## src/sv/vpyd_pkg.sv

```systemverilog
`timescale 1ns / 1ps
// ----------------------------------------------------------------------------
// vpyd_pkg
// Shared widths, pipeline item types and the sin^2 degree table.
// ----------------------------------------------------------------------------
package vpyd_pkg;

    localparam int CW        = 24;
    localparam int SQ_W      = 2 * CW;
    localparam int D_W       = 2 * CW + 2;
    localparam int HALF_W    = (D_W + 1) / 2;
    localparam int TAB_W     = 64;
    localparam int K_W       = 7;
    localparam int TAB_DEPTH = 1 << K_W;
    localparam int DEG_COUNT = 90;
    localparam int SEARCH_STEPS = K_W;
    localparam int DEG_W     = 9;

    localparam logic [DEG_W-1:0] DEG_90  = 9'd90;
    localparam logic [DEG_W-1:0] DEG_180 = 9'd180;
    localparam logic [DEG_W-1:0] DEG_270 = 9'd270;
    localparam logic [DEG_W-1:0] DEG_360 = 9'd360;

    localparam logic [159:0] PI_Q126 = 160'h0_C90FDAA2_2168C234_C4C6628B_80DC1CD1;

    typedef logic [TAB_W-1:0] sin2_tab_t [TAB_DEPTH];

    typedef struct packed {
        logic [D_W-1:0] n;
        logic [D_W-1:0] d;
        logic [K_W-1:0] k;
        logic           whole;
        logic           full;
    } angle_t;

    typedef struct packed {
        angle_t yaw;
        angle_t pitch;
        logic   nx;
        logic   ny;
        logic   nz;
        logic   hzero;
    } item_t;

    function automatic logic [63:0] mul_q62(logic [63:0] a, logic [63:0] b);
        logic [127:0] pr;
        pr = {64'd0, a} * {64'd0, b};
        return pr[125:62];
    endfunction

    // shift and subtract quotient, only used while building the table
    function automatic logic [159:0] long_div(logic [159:0] num, logic [159:0] den);
        logic [160:0] rem;
        logic [159:0] quo;
        rem = '0;
        quo = '0;
        for (int b = 159; b >= 0; b--)
        begin
            rem = {rem[159:0], num[b]};
            if (rem >= {1'b0, den})
            begin
                rem    = rem - {1'b0, den};
                quo[b] = 1'b1;
            end
        end
        return quo;
    endfunction

    function automatic logic [63:0] deg_to_rad(logic [7:0] k);
        logic [159:0] p;
        logic [159:0] q;
        p = PI_Q126 * {152'd0, k};
        q = long_div(p, 160'd180);
        return q[127:64] + {63'd0, q[63]};
    endfunction

    function automatic sin2_tab_t build_sin2_tab();
        sin2_tab_t    t;
        logic [63:0]  th;
        logic [63:0]  th2;
        logic [63:0]  sum;
        logic [63:0]  term;
        logic [63:0]  div;
        logic [127:0] sq;
        logic         done;
        for (int k = 0; k < TAB_DEPTH; k++)
        begin
            t[k] = '0;
        end
        for (int k = 0; k < DEG_COUNT; k++)
        begin
            th   = deg_to_rad(8'(k));
            th2  = mul_q62(th, th);
            sum  = th;
            term = th;
            done = 1'b0;
            for (int i = 1; i < 40; i++)
            begin
                if (!done)
                begin
                    div  = 64'((2 * i) * (2 * i + 1));
                    term = 64'(long_div({96'd0, mul_q62(term, th2)}, {96'd0, div}));
                    if (term == 64'd0)
                    begin
                        done = 1'b1;
                    end
                    else if ((i % 2) == 1)
                    begin
                        sum = sum - term;
                    end
                    else
                    begin
                        sum = sum + term;
                    end
                end
            end
            sq   = {64'd0, sum} * {64'd0, sum};
            t[k] = sq[123:60] + {63'd0, sq[59]};
        end
        t[0]  = 64'd0;
        t[30] = 64'h4000_0000_0000_0000;
        t[45] = 64'h8000_0000_0000_0000;
        t[60] = 64'hC000_0000_0000_0000;
        return t;
    endfunction

    localparam sin2_tab_t SIN2_TAB = build_sin2_tab();

endpackage

```

## src/sv/vpyd_prep.sv

```systemverilog
`timescale 1ns / 1ps
// ----------------------------------------------------------------------------
// vpyd_prep
// Three stages: magnitudes and signs, squares, sums of squares.
// ----------------------------------------------------------------------------
module vpyd_prep
    import vpyd_pkg::*;
(
    input  logic                 clk,
    input  logic                 rst_n,
    input  logic                 in_valid,
    output logic                 in_ready,
    input  logic signed [CW-1:0] vec_x,
    input  logic signed [CW-1:0] vec_y,
    input  logic signed [CW-1:0] vec_z,
    output logic                 out_valid,
    input  logic                 out_ready,
    output item_t                out_item
);

    logic          v1_reg, v2_reg, v3_reg;
    logic          r1, r2, r3;
    logic [CW-1:0] ax_reg, ay_reg, az_reg;
    logic [CW-1:0] ax_next, ay_next, az_next;
    logic          sx_reg, sy_reg, sz_reg;
    logic [SQ_W-1:0] x2_reg, y2_reg, z2_reg;
    logic          sx2_reg, sy2_reg, sz2_reg;
    item_t         item_reg, item_next;
    logic [D_W-1:0] h2, d;

    assign r3       = !v3_reg || out_ready;
    assign r2       = !v2_reg || r3;
    assign r1       = !v1_reg || r2;
    assign in_ready = r1;

    always_comb
    begin
        ax_next = vec_x[CW-1] ? (~vec_x + 1'b1) : vec_x;
        ay_next = vec_y[CW-1] ? (~vec_y + 1'b1) : vec_y;
        az_next = vec_z[CW-1] ? (~vec_z + 1'b1) : vec_z;
    end

    always_comb
    begin
        h2 = {2'b00, x2_reg} + {2'b00, y2_reg};
        d  = h2 + {2'b00, z2_reg};
        item_next.yaw.n       = {2'b00, y2_reg};
        item_next.yaw.d       = h2;
        item_next.yaw.k       = '0;
        item_next.yaw.whole   = (y2_reg == '0);
        item_next.yaw.full    = (x2_reg == '0);
        item_next.pitch.n     = {2'b00, z2_reg};
        item_next.pitch.d     = d;
        item_next.pitch.k     = '0;
        item_next.pitch.whole = (z2_reg == '0);
        item_next.pitch.full  = (h2 == '0);
        item_next.nx          = sx2_reg;
        item_next.ny          = sy2_reg;
        item_next.nz          = sz2_reg;
        item_next.hzero       = (h2 == '0);
    end

    always_ff @(posedge clk or negedge rst_n)
    begin
        if (!rst_n)
        begin
            v1_reg <= 1'b0;
            v2_reg <= 1'b0;
            v3_reg <= 1'b0;
        end
        else
        begin
            if (r1)
            begin
                v1_reg <= in_valid;
            end
            if (r2)
            begin
                v2_reg <= v1_reg;
            end
            if (r3)
            begin
                v3_reg <= v2_reg;
            end
        end
    end

    always_ff @(posedge clk)
    begin
        if (r1)
        begin
            ax_reg <= ax_next;
            ay_reg <= ay_next;
            az_reg <= az_next;
            sx_reg <= vec_x[CW-1];
            sy_reg <= vec_y[CW-1];
            sz_reg <= vec_z[CW-1];
        end
        if (r2)
        begin
            x2_reg  <= {{CW{1'b0}}, ax_reg} * {{CW{1'b0}}, ax_reg};
            y2_reg  <= {{CW{1'b0}}, ay_reg} * {{CW{1'b0}}, ay_reg};
            z2_reg  <= {{CW{1'b0}}, az_reg} * {{CW{1'b0}}, az_reg};
            sx2_reg <= sx_reg;
            sy2_reg <= sy_reg;
            sz2_reg <= sz_reg;
        end
        if (r3)
        begin
            item_reg <= item_next;
        end
    end

    assign out_valid = v3_reg;
    assign out_item  = item_reg;

endmodule

```

## config.mk

```make
export PLATFORM = sky130hd
export DESIGN_NAME = vpyd_prep
export DESIGN_NICKNAME = d
export VERILOG_FILES = /design/src/sv/vpyd_pkg.sv /design/src/sv/vpyd_prep.sv
export SDC_FILE = /design/constraint.sdc
export NUM_CORES = 2
export LEC_CHECK = 0
export BUFFER_PORTS_ARGS = -buffer_cell sky130_fd_sc_hd__clkbuf_2
export CORE_MARGIN = 3
export CORE_UTILIZATION = 36
export CTS_BUF_LIST = sky130_fd_sc_hd__clkbuf_4
export CTS_CLUSTER_SIZE = 20
export DETAILED_ROUTE_END_ITERATION = 8
export GPL_ROUTABILITY_DRIVEN = 1
export PLACE_DENSITY = 0.5
export SETUP_SLACK_MARGIN = 0.1
export SYNTH_ARGS = -nofsm -noshare
export SYNTH_HDL_FRONTEND = slang
export SYNTH_SLANG_ARGS = --single-unit
```

## constraint.sdc

```tcl
create_clock -name clk -period 7.8 [get_ports clk]
set_input_delay 0.78 -clock clk [delete_from_list [all_inputs] [get_ports clk]]
set_output_delay 0.78 -clock clk [all_outputs]
set_load 0.02 [all_outputs]
```

[Word level (Yosys, flattened, before mapping)]
Cells that the tools add are included.
Cells by class
  add/subtract/negate cells: 5
  multiply operators: 3
  muxes and demuxes: 3
  bitwise logic cells: 3
  reduce and logical (&&, ||, !) cells: 10
Operators by type and width (count)
  $logic_not A48 Y1: 3
  $mul A24 B24 Y48: 3
  $add A24 B1 Y24 const B: 3
  $not A24 Y24: 3
  $mux W23: 3
  $add A49 B48 Y50: 1
  $logic_not A50 Y1: 1
  $add A48 B48 Y49: 1
  $logic_not A1 Y1: 3
  $logic_or A1 B1 Y1: 3
Storage, ports and cells
  bits in registers: 428
  logic and storage cells: 53

[Depth between registers and ports, before layout]
  depth after elaboration: 4
  mapped depth: 30
  gate-level depth less buffers: 29

[Worst setup path after synthesis]
Ideal clock, no wire load.
  path kind: reg2reg
  start point: register ay_reg[17]
  end point: register y2_reg[44] (data pin)
  setup time: 263 ps
  arrival time: 7353 ps
  required time: 7537 ps
  setup slack: 184 ps
  cell stages (with the launch flop): 28
  clock period less this slack: 7616 ps
  path through: edfxtp_1 clkbuf_1 clkbuf_1 nand2_1 fa_1 inv_1 fa_1 fa_1 inv_1 fa_1 inv_1 fa_1 fa_1 inv_1 fa_1 inv_1 ha_1 nand4_1 or3_1 or3_1 a211o_1 a31oi_1 a21oi_1 o21bai_1 a311oi_1 o31ai_1 a21oi_1 xnor2_1
On the way
  longest elaborated chain between the ends: 1
RTL lines
  from (decl): RTL line vpyd_prep.sv:23  | logic [CW-1:0] ax_reg, ay_reg, az_reg;
  from (signal assigned): RTL line vpyd_prep.sv:93  | ay_reg <= ay_next;
  $mul A24 B24 Y48: RTL line vpyd_prep.sv:102  | y2_reg <= {{CW{1'b0}}, ay_reg} * {{CW{1'b0}}, ay_reg};
  to (signal assigned): RTL line vpyd_prep.sv:102
  to (decl): RTL line vpyd_prep.sv:26  | logic [SQ_W-1:0] x2_reg, y2_reg, z2_reg;
Every way passes these cells.
A chain may end at the register's enable or synchronous reset.

[Worst setup path in the final report]
  start point: register ay_reg[11]
  end point: register y2_reg[44] (data pin)
The elaborated chain is that of the path after synthesis.

==> metrics.txt <==
outcome finished clean; dpl cells 9441; chip width 438 um; worst clock skew 0.126 ns; worst min-delay path class in -> reg; Final HPWL DP 163000 um; Slowest cell on crit path fa_1; CP most frequent cell fa_1; Via Count 46700; IO Port Bufs 278; mux share of post-synthesis cell area 0.00110; share of cells above drive strength 1 0.124; main combinational cell family by area after synthesis adder cells; period utilization 0.979; FMAX 0.131 GHz; max incr delay on CP 0.55 ns; max reg flops 200; first-pass GRT wire length 297000 um; # nets final 9248; Seq/Total Area, Yosys 0.188; post-route insts no fill 9835; max-cap violation count 0; Pre-Repair DR Iteration Count 5; Clock transition at path regs 0.06 ns; die area 192000 sq um; CTS tree yes; vias in the first global route 50800; Worst Path Max Fanout 5; I/O pins 300; Ys Warns 0; Rel. slew slack 0.298; CP Class reg -> reg; Primary FF master, synth edfxtp_1; routability cong. 0.902; initial antenna violation count 8; number of synthesized register bits 422; Area growth syn-to-layout 14.1%; Root Driver clkbuf_4; Final Hold Fails 0; H-tree lvl count 4; WL/cell 19.5 um; worst-skew pair later-pin latency 1.18 ns; worst setup margin 0.167 ns; die height 438 um; arrival time worst endpoint 8.45 ns; Overall Global Routing Usage 0.203; Simple-Gate Fraction of Synth Area 0.0987; CTS buffer count 130; Yosys cell types 79; clk buf depth 3; CTS sink cnt 422; post-synthesis compound-gate area fraction 0.0636; min Tclk post-route 7.63 ns; Startpoint Class flip-flop; fin. max-slew vios 0; hold_ws 0.195 ns; Post-Syn Instances 6643; Adder-Cell Fraction of Synth Area 0.494; final WL 192000 um; fill count 18200; core area 184000 sq um; Req. time, crit path 8.61 ns; final setup vio count 0; DRT iter0 DRCs 2283; asr flop ratio synth 0.00711; pre-CTS setup slack -0.145 ns; Vias/cell 4.74; antenna viol nets, final 0; Post-synth EDFFs 419; actual slew at the worst max-slew pin 1.05 ns; Rows 157; Starting Density 0.365; fin util 0.416; unrepaired setup endpoints after global routing true; Synth Cell Area 67200 sq um; largest net degree at the start of global routing 146; DRC viols 0; grt total ovfl 0; crit end category flip-flop; Post-Synth XOR/XNOR Area 0.0398; Synth Area per Inst 10.1 sq um
per-layer routing:
layer	track usage	up-vias	wire length, um
met3	0.0257	258	7360
met1	0.254	23700	79900
met5	0	-	13
met4	0.0878	2	8600
met2	0.352	1002	95800
li1	-	21700	-
metrics by stage:
step                      TNS (ns)  area (sq um)
after global routing       -0.0443         76700
after global placement      -0.289         72800
after CTS                        0         75700
after floorplan                  0         67200
after detailed placement    -0.348         72800
final                            0         76700
worst paths after layout:
kind | from | to | slack [ns] | cells after the start
max in group asynchronous | rst_n | v2_reg | 7.17 | 3
worst min register to register | sy2_reg | out_item[2] | 0.42 | 0
min in group asynchronous | rst_n | out_valid | 0.49 | 3
worst max-delay path | ay_reg[11] | y2_reg[44] | 0.17 | 31
worst max register to register | ay_reg[11] | y2_reg[44] | 0.17 | 31
worst min-delay path | vec_y[16] | ay_reg[16] | 0.20 | 2
what timing repair did:
item	4_1_cts	5_1_grt
endpoints found under the setup margin	15	32
pin swaps	0	60
endpoints found under the hold margin	73	0
gates cloned	0	5
hold buffers	88	0
buffers inserted	34	43
resized for setup	6	135
cells in the mapped netlist, types with 31 or more instances:
| cell | number | area, sq um |
|---|---|---|
| xor2_1 | 87 | 762 |
| ha_1 | 626 | 7830 |
| nor2b_1 | 33 | 206 |
| nand4_1 | 31 | 194 |
| clkbuf_1 | 167 | 627 |
| nor3_1 | 35 | 175 |
| o21bai_1 | 31 | 233 |
| o21ai_0 | 103 | 515 |
| nand2b_1 | 35 | 219 |
| fa_1 | 1267 | 25400 |
| a21o_1 | 137 | 1030 |
| edfxtp_1 | 419 | 12600 |
| and2_1 | 330 | 2060 |
| nor4_1 | 42 | 263 |
| nor2_1 | 152 | 571 |
| inv_1 | 1829 | 6870 |
| xnor2_1 | 218 | 1910 |
| a21oi_1 | 188 | 941 |
| nand2_1 | 568 | 2130 |
worst max-delay path: cells and delay by family (launching register included):
kind            cells  cell delay [ns]
fa+ha+maj           8             3.75
compound gates      7             1.21
buf+inv            11             0.97
simple gates        4             0.84
flops               1             0.48
xor+xnor            1             0.14
area by class of cell:
cell class                 count  area [sq um]  area share
multi-input combinational   4221         47400       0.618
sequential                   422         12700       0.165
inverter                    1829          6870      0.0896
timing repair buffer         675          5000      0.0652
tap                         2464          3080      0.0402
clock buffer                 166          1250      0.0163
clock inverter                53           399     0.00521
antenna                        5          12.5    0.000163
cells by family (layout without fill, tap and decap cells):
| logic type | count (synthesis) | in the layout |
|---|---|---|
| AND/OR/NAND/NOR | 1344 | 1344 |
| flip-flops | 422 | 422 |
| AO/OA/AOI/OAI | 651 | 651 |
| other | 1 | 26 |
| multiplexers | 7 | 7 |
| buffers and inverters | 2020 | 2723 |
| adder cells (fa/ha/maj) | 1893 | 1893 |
| XOR/XNOR | 305 | 305 |
cells in the final DEF, fill, tap and decap left out, types with 96 or more instances in the layout:
| cell type | instances |
|---|---|
| a21oi_1 | 175 |
| nor2_1 | 151 |
| o21ai_0 | 96 |
| edfxtp_1 | 419 |
| and2_1 | 326 |
| clkbuf_2 | 279 |
| ha_1 | 612 |
| clkbuf_4 | 166 |
| fa_1 | 1258 |
| nand2_1 | 542 |
| inv_1 | 1820 |
| a21o_1 | 137 |
| xnor2_1 | 218 |
| buf_4 | 261 |
Power is left out: the tool's default activity adds up to more than one toggle a clock period on the data nets, which glitch-free logic cannot reach.
