[src/sv/vpyd_pkg.sv]
`timescale 1ns / 1ps
// ----------------------------------------------------------------------------
// vpyd_pkg
// Shared widths, pipeline item types and the sin^2 degree table.
// ----------------------------------------------------------------------------
package vpyd_pkg;

    localparam int CW        = 24;
    localparam int SQ_W      = 2 * CW;
    localparam int D_W       = 2 * CW + 2;
    localparam int HALF_W    = (D_W + 1) / 2;
    localparam int TAB_W     = 64;
    localparam int K_W       = 7;
    localparam int TAB_DEPTH = 1 << K_W;
    localparam int DEG_COUNT = 90;
    localparam int SEARCH_STEPS = K_W;
    localparam int DEG_W     = 9;

    localparam logic [DEG_W-1:0] DEG_90  = 9'd90;
    localparam logic [DEG_W-1:0] DEG_180 = 9'd180;
    localparam logic [DEG_W-1:0] DEG_270 = 9'd270;
    localparam logic [DEG_W-1:0] DEG_360 = 9'd360;

    localparam logic [159:0] PI_Q126 = 160'h0_C90FDAA2_2168C234_C4C6628B_80DC1CD1;

    typedef logic [TAB_W-1:0] sin2_tab_t [TAB_DEPTH];

    typedef struct packed {
        logic [D_W-1:0] n;
        logic [D_W-1:0] d;
        logic [K_W-1:0] k;
        logic           whole;
        logic           full;
    } angle_t;

    typedef struct packed {
        angle_t yaw;
        angle_t pitch;
        logic   nx;
        logic   ny;
        logic   nz;
        logic   hzero;
    } item_t;

    function automatic logic [63:0] mul_q62(logic [63:0] a, logic [63:0] b);
        logic [127:0] pr;
        pr = {64'd0, a} * {64'd0, b};
        return pr[125:62];
    endfunction

    // shift and subtract quotient, only used while building the table
    function automatic logic [159:0] long_div(logic [159:0] num, logic [159:0] den);
        logic [160:0] rem;
        logic [159:0] quo;
        rem = '0;
        quo = '0;
        for (int b = 159; b >= 0; b--)
        begin
            rem = {rem[159:0], num[b]};
            if (rem >= {1'b0, den})
            begin
                rem    = rem - {1'b0, den};
                quo[b] = 1'b1;
            end
        end
        return quo;
    endfunction

    function automatic logic [63:0] deg_to_rad(logic [7:0] k);
        logic [159:0] p;
        logic [159:0] q;
        p = PI_Q126 * {152'd0, k};
        q = long_div(p, 160'd180);
        return q[127:64] + {63'd0, q[63]};
    endfunction

    function automatic sin2_tab_t build_sin2_tab();
        sin2_tab_t    t;
        logic [63:0]  th;
        logic [63:0]  th2;
        logic [63:0]  sum;
        logic [63:0]  term;
        logic [63:0]  div;
        logic [127:0] sq;
        logic         done;
        for (int k = 0; k < TAB_DEPTH; k++)
        begin
            t[k] = '0;
        end
        for (int k = 0; k < DEG_COUNT; k++)
        begin
            th   = deg_to_rad(8'(k));
            th2  = mul_q62(th, th);
            sum  = th;
            term = th;
            done = 1'b0;
            for (int i = 1; i < 40; i++)
            begin
                if (!done)
                begin
                    div  = 64'((2 * i) * (2 * i + 1));
                    term = 64'(long_div({96'd0, mul_q62(term, th2)}, {96'd0, div}));
                    if (term == 64'd0)
                    begin
                        done = 1'b1;
                    end
                    else if ((i % 2) == 1)
                    begin
                        sum = sum - term;
                    end
                    else
                    begin
                        sum = sum + term;
                    end
                end
            end
            sq   = {64'd0, sum} * {64'd0, sum};
            t[k] = sq[123:60] + {63'd0, sq[59]};
        end
        t[0]  = 64'd0;
        t[30] = 64'h4000_0000_0000_0000;
        t[45] = 64'h8000_0000_0000_0000;
        t[60] = 64'hC000_0000_0000_0000;
        return t;
    endfunction

    localparam sin2_tab_t SIN2_TAB = build_sin2_tab();

endpackage

[src/sv/vpyd_finish.sv]
`timescale 1ns / 1ps
// ----------------------------------------------------------------------------
// vpyd_finish
// Quadrant and sign fold-up into degrees, output register.
// ----------------------------------------------------------------------------
module vpyd_finish
    import vpyd_pkg::*;
(
    input  logic             clk,
    input  logic             rst_n,
    input  logic             in_valid,
    output logic             in_ready,
    input  item_t            in_item,
    output logic             out_valid,
    input  logic             out_ready,
    output logic [DEG_W-1:0] pitch_deg,
    output logic [DEG_W-1:0] yaw_deg
);

    logic             v_reg;
    logic [DEG_W-1:0] pitch_reg, yaw_reg, pitch_next, yaw_next;
    logic [DEG_W-1:0] yfl, pfl, ymag;
    logic             ywhole;

    assign in_ready = !v_reg || out_ready;

    always_comb
    begin
        yfl    = in_item.yaw.full ? DEG_90 : DEG_W'(in_item.yaw.k);
        ywhole = in_item.yaw.full || in_item.yaw.whole;
        pfl    = in_item.pitch.full ? DEG_90 : DEG_W'(in_item.pitch.k);
        ymag   = in_item.nx ? (DEG_180 - (yfl + DEG_W'(!ywhole))) : yfl;
        if (in_item.hzero)
        begin
            yaw_next   = '0;
            pitch_next = (!in_item.nz && (in_item.pitch.n != '0)) ? DEG_90 : DEG_270;
        end
        else
        begin
            yaw_next   = (in_item.ny && (ymag != '0)) ? (DEG_360 - ymag) : ymag;
            pitch_next = (in_item.nz && (pfl != '0)) ? (DEG_360 - pfl) : pfl;
        end
    end

    always_ff @(posedge clk or negedge rst_n)
    begin
        if (!rst_n)
        begin
            v_reg <= 1'b0;
        end
        else if (in_ready)
        begin
            v_reg <= in_valid;
        end
    end

    always_ff @(posedge clk)
    begin
        if (in_ready)
        begin
            pitch_reg <= pitch_next;
            yaw_reg   <= yaw_next;
        end
    end

    assign out_valid = v_reg;
    assign pitch_deg = pitch_reg;
    assign yaw_deg   = yaw_reg;

endmodule
[config.mk]
export PLATFORM = sky130hd
export DESIGN_NAME = vpyd_finish
export DESIGN_NICKNAME = d
export VERILOG_FILES = /design/src/sv/vpyd_pkg.sv /design/src/sv/vpyd_finish.sv
export SDC_FILE = /design/constraint.sdc
export NUM_CORES = 1
export LEC_CHECK = 0
export BUFFER_PORTS_ARGS = -buffer_cell sky130_fd_sc_hd__buf_4
export CAP_MARGIN = 10
export CORE_AREA = 2 2 95 97
export CTS_CLUSTER_SIZE = 24
export DETAILED_ROUTE_END_ITERATION = 7
export DIE_AREA = 0 0 97 99
export PLACE_DENSITY = 0.62
export REMOVE_ABC_BUFFERS = 1
export SYNTH_ARGS = -nofsm -noshare
export SYNTH_HDL_FRONTEND = slang
export SYNTH_SLANG_ARGS = --single-unit
[constraint.sdc]
create_clock -name clk -period 1.8 [get_ports clk]
set_clock_uncertainty 0.2 [all_clocks]
set_input_delay 0.09 -clock clk [delete_from_list [all_inputs] [get_ports clk]]
set_output_delay 0.09 -clock clk [all_outputs]
set_load 0.05 [all_outputs]
* Yosys cells after proc, flatten, opt, wreduce, memory -nomap -nowiden
Index checks and enable logic that the tools add are counted.
** Storage, ports and cells
- Bits in registers :: 19
- Bits in latches :: 0
- RAM bits :: 0
- ROM bits :: 0
- Input bits :: 226
- Output and inout port bits :: 20
- Logic and storage cells :: 25
- Memories kept :: 0
** Operators by class
- Add/sub/neg operators :: 4
- Multipliers :: 0
- Div/mod/pow operators :: 0
- Magnitude comparators :: 0
- Eq/ne operators :: 0
- Shifts and indexed selects :: 0
- Multiplexer cells :: 7
- Bitwise logic cells :: 0
- Reductions and logical operators :: 11
** Operators by type and width (count)
- $reduce_bool A50 Y1 :: 1
- $mux W9 :: 5
- $reduce_bool A9 Y1 :: 2
- $mux W7 :: 2
- $sub A8 B8 Y9 const A :: 1
- $sub A9 B7 Y9 const A :: 1
- $sub A9 B9 Y9 const A :: 1
- $add A7 B1 Y8 :: 1
- $logic_and A1 B1 Y1 :: 3
- $logic_not A1 Y1 :: 3
- $logic_or A1 B1 Y1 :: 2

* Longest topological paths before layout
- Word-level depth :: 8
- Mapped depth :: 11
- Mapped depth without buffers :: 10

* Least setup slack after synthesis
No wires, ideal clock.
- Kind :: input port to flip-flop
- Start point :: input in_item[113] (netlist bit)
- End point :: register yaw_reg[8], in the netlist yaw_deg[8], data pin
- Setup time :: 256 ps
- Arrival :: 2433 ps
- Required time :: 1344 ps
- Path slack :: -1089 ps
- Cell stages on the path :: 9
- Buffers on the path :: 1
- Cells stage by stage :: buf_2 or2_2 ha_1 ha_1 nor4b_1 mux2i_1 o2111ai_2 o41a_1 and4_1
** Between the ends
- Word-level cells in the longest chain between the ends :: 8
- Elaborated cells on any way between the ends :: 10
- Those cells by class :: add/sub (3); mux (3); reduce/logical (4)
** RTL lines
- start, declared :: line vpyd_finish.sv:13 : input item_t in_item,
- $logic_or A1 B1 Y1 :: line vpyd_finish.sv:30 : ywhole = in_item.yaw.full || in_item.yaw.whole;
- $logic_not A1 Y1 :: line vpyd_finish.sv:32 : ymag = in_item.nx ? (DEG_180 - (yfl + DEG_W'(!ywhole))) : yfl;
- $add A7 B1 Y8 :: line vpyd_finish.sv:32
- $sub A8 B8 Y9 :: line vpyd_finish.sv:32
- $mux W9 * :: line vpyd_finish.sv:32
- branches (longest 2 deep; another with $sub A9 B9 Y9)
- $mux W9 * :: line vpyd_finish.sv:40 : yaw_next = (in_item.ny && (ymag != '0)) ? (DEG_360 - ymag) : ymag;
- end signal, assigned :: line vpyd_finish.sv:62 : yaw_reg <= yaw_next;
- end, declared :: line vpyd_finish.sv:21 : logic [DEG_W-1:0] pitch_reg, yaw_reg, pitch_next, yaw_next;
Mark *: on every way between the ends.
A chain may end at the register's enable or synchronous reset.

* Final worst setup path
- Start point :: input in_item[114] (netlist bit)
- End point :: register yaw_reg[8], in the netlist yaw_deg[8], data pin
** Between the ends
- Word-level cells in the longest chain between the ends :: 8
- Elaborated cells on any way between the ends :: 9
- Those cells by class :: add/sub (3); mux (2); reduce/logical (4)
** RTL lines (line)
- $logic_or A1 B1 Y1 * :: vpyd_finish.sv:30
- $logic_not A1 Y1 * :: vpyd_finish.sv:32
- $add A7 B1 Y8 * :: vpyd_finish.sv:32
- $sub A8 B8 Y9 * :: vpyd_finish.sv:32
- $mux W9 * :: vpyd_finish.sv:32
- branches (longest 2 deep; another with $sub A9 B9 Y9)
- $mux W9 * :: vpyd_finish.sv:40
Marked as above.

==> metrics.md <==
| Metric | Value |
|---|---|
| Outcome | `finished, violations left` |
| Failing checks | `setup timing` |
| Die Width | `97 microns` |
| GR peak layer | `met2` |
| Hold Crit Class | `in2reg` |
| CTS buffer count | `3` |
| Avg WL per Cell | `14.50 microns` |
| Met2 Use GR | `22.28%` |
| Setup Viol. Count Final | `7` |
| Min Tclk post-route | `2.376 ns` |
| RSZ-0062 raised after global routing | `true` |
| Initial DRC count | `82` |
| GR Overflow Total | `0` |
| Share of flip-flops with an asynchronous set or reset | `5.263%` |
| Num rows | `34` |
| Post-synth top cells | `edfxtp_1 (18), nand2_1 (15), nor2_1 (14)` |
| Mapped Cells | `173` |
| R2r worst-path depth | `2` |
| Via count | `1,946` |
| Antenna diodes | `0` |
| Clk slew on worst S/H paths | `0.07 ns` |
| Final ANT Viol Nets | `0` |
| Top-count cell post-synth | `edfxtp_1` |
| Drt drc | `0` |
| Chip height | `99 microns` |
| Leak | `1.269 nW` |
| Clock latency on the worst-skew pair | `0.25 ns` |
| Worst-path fanout max | `3` |
| GP Congestion | `0.8577` |
| Final hold vios | `0` |
| Crit path capture | `yaw_deg[8]` |
| Hold slack | `0.01809 ns` |
| Reg-to-Reg Start | `out_valid` |
| Initial antenna violation count | `0` |
| Synth Warn # | `0` |
| GRT met3 Usage | `3.901%` |
| Synth top area cells | `edfxtp_1 (34%), ha_1 (4.7%), nor4_1 (4.7%), nand2b_1 (3.9%), nand2_1 (3.5%)` |
| WP data required | `1.61 ns` |
| F_max | `420.9 MHz` |
| Reg-to-reg endpoint | `yaw_deg[3]` |
| Startpoint Class | `input pin` |
| Period utilization | `132.0%` |
| Total track usage | `12.55%` |
| Number of global-route vias before repair | `1,978` |
| Drt pass-1 iters | `4` |
| Post-DP HPWL | `5.025 mm` |
| CP arrival | `2.19 ns` |
| Final Util | `35.26%` |
| Slew @ Worst Pin | `0.3562 ns` |
| Port buffer count | `94` |
| Seq/Total Area, Yosys | `35.18%` |
| Pin count of the biggest net entering global routing | `16` |
| Top-Level Pins | `246` |
| Met1 Use GR | `14.73%` |
| Core area | `8551 sq um` |
| Setup ws final | `-0.5758 ns` |
| Area leader, netlist | `edfxtp_1` |
| Final Net Count | `545` |
| Flops & latches, synth | `19` |
| Clock sinks | `19` |
| Total power | `0.001600 W` |
| Setup Crit Path Kind | `in2reg` |
| Worst hold start | `in_item[0]` |
| Peak VDD IR | `0.3105 mV` |
| Root buf cell | `clkbuf_8` |
| Final wirelength | `6.089 mm` |
| Slew Limit Fails | `0` |
| EDFF count, synth | `18` |
| Post-Syn Area | `1608 sq um` |
| Flop2flop setup slack | `0.44 ns` |
| Commonest register cell after synthesis | `edfxtp_1` |
| First-pass GRT wire length | `9.625 mm` |
| Maxcap violations | `0` |
| Layout area overhead | `87.55%` |
| Starting Density | `18.80%` |
| Finished Layout Cells | `420` |
| Share of cells above drive strength 1 | `54.49%` |
| H-tree levels | `1` |
| Die area | `9603 sq um` |
| PwrDens | `530.7 nW/um^2` |
| Hold depth | `2` |
| Critical path capture point type | `flop` |
| Vias per cell | `4.633` |
| CTS tree | `done` |
| CTS Buffer Depth | `2` |
| Top cell type's share of synthesized area | `33.62%` |
| Number of distinct library cells after synthesis | `57` |
| Number of placed instances, taps included | `410` |
| Worst Setup SP | `in_item[114]` |
| Max transition margin | `76.25%` |
| Syn Area/Cell | `9.294 sq um` |
area by class of cell:
class                           count  area (sq um)
Tap cell                          108         135.1
Multi-Input combinational cell    144          1167
Inverter                            5         18.77
Clock buffer                        3         41.29
Timing Repair Buffer              140          1082
Fill cell                         852          5535
Clock inverter                      1         5.005
Sequential cell                    19         565.5
metrics by stage:
stage               cell area [sq um]  setup WS, ns  setup TNS, ns
floorplan                        1580       -0.9219         -8.900
global placement                 2734        -1.006         -8.040
detailed placement               2734        -1.065         -8.072
CTS                              2905       -0.5895         -3.005
global route                     3015       -0.6381         -3.655
finish                           3015       -0.5758         -3.141
how the worst min path moves through the flow:
stage / endpoint / slack, ns
finish: yaw_deg[2] / 0.02
global route: yaw_deg[2] / 0.03
CTS: yaw_deg[2] / 0.01
detailed placement: out_valid / -0.33
global placement: out_valid / -0.33
floorplan: out_valid / -0.41
where the power goes:
group	internal, W	switching, W	leakage [nW]
logic	0.000358	0.000399	1.05
clock network	0.000154	0.000138	0.0255
registers	0.000535	0.0000176	0.196
total	0.00105	0.000555	1.27
what timing repair did:
item	in CTS	in global routing
buffers inserted	2	1
hold buffers	3	0
endpoints found under the setup margin	11	9
gates resized for setup	17	14
endpoints found under the hold margin	2	0
pin swaps	7	11
flip-flops by register name, indices dropped and copies added, names as in the netlist:
signal     cells
yaw_deg        9
out_valid      1
pitch_deg      9
logic make-up after synthesis:
kind of cell	Yosys count	share of synthesized area, %
mux	5	3.191
buf+inv	10	2.879
fa+ha+maj	6	4.669
compound gates	40	20.31
simple gates	88	30.58
xor+xnor	5	3.191
flops	19	35.17
layout by cell type (no fill, tap or decap), types with 3 or more instances in the layout:
cell type and instances:
nor4_1 11, nor3_1 4, nand2b_1 10, mux2i_1 3
o21a_1 3, nand2_1 15, nand3_1 5, clkbuf_8 3
a21oi_1 6, dlygate4sd3_1 3, o31ai_1 4, inv_1 5
nor2b_1 4, o21ai_0 5, or3_1 3, ha_4 4
edfxtp_1 18, nor2_1 13, buf_4 134
metal layers:
| metal | up-vias | routed length (microns) |
|---|---|---|
| li1 | 950 | - |
| met1 | 906 | 2447 |
| met2 | 82 | 3000 |
| met3 | 8 | 533 |
| met4 | 0 | 108 |
| met5 | - | 0 |
critical path: stages:
cell and delay (ns):
buf_6 0.09, or2_4 0.25, ha_4 0.16, ha_4 0.17, nor4b_4 0.25, mux2i_2 0.35
o2111ai_4 0.14, o41a_1 0.49, and4_1 0.20
(Power assumes the default switching activity.)
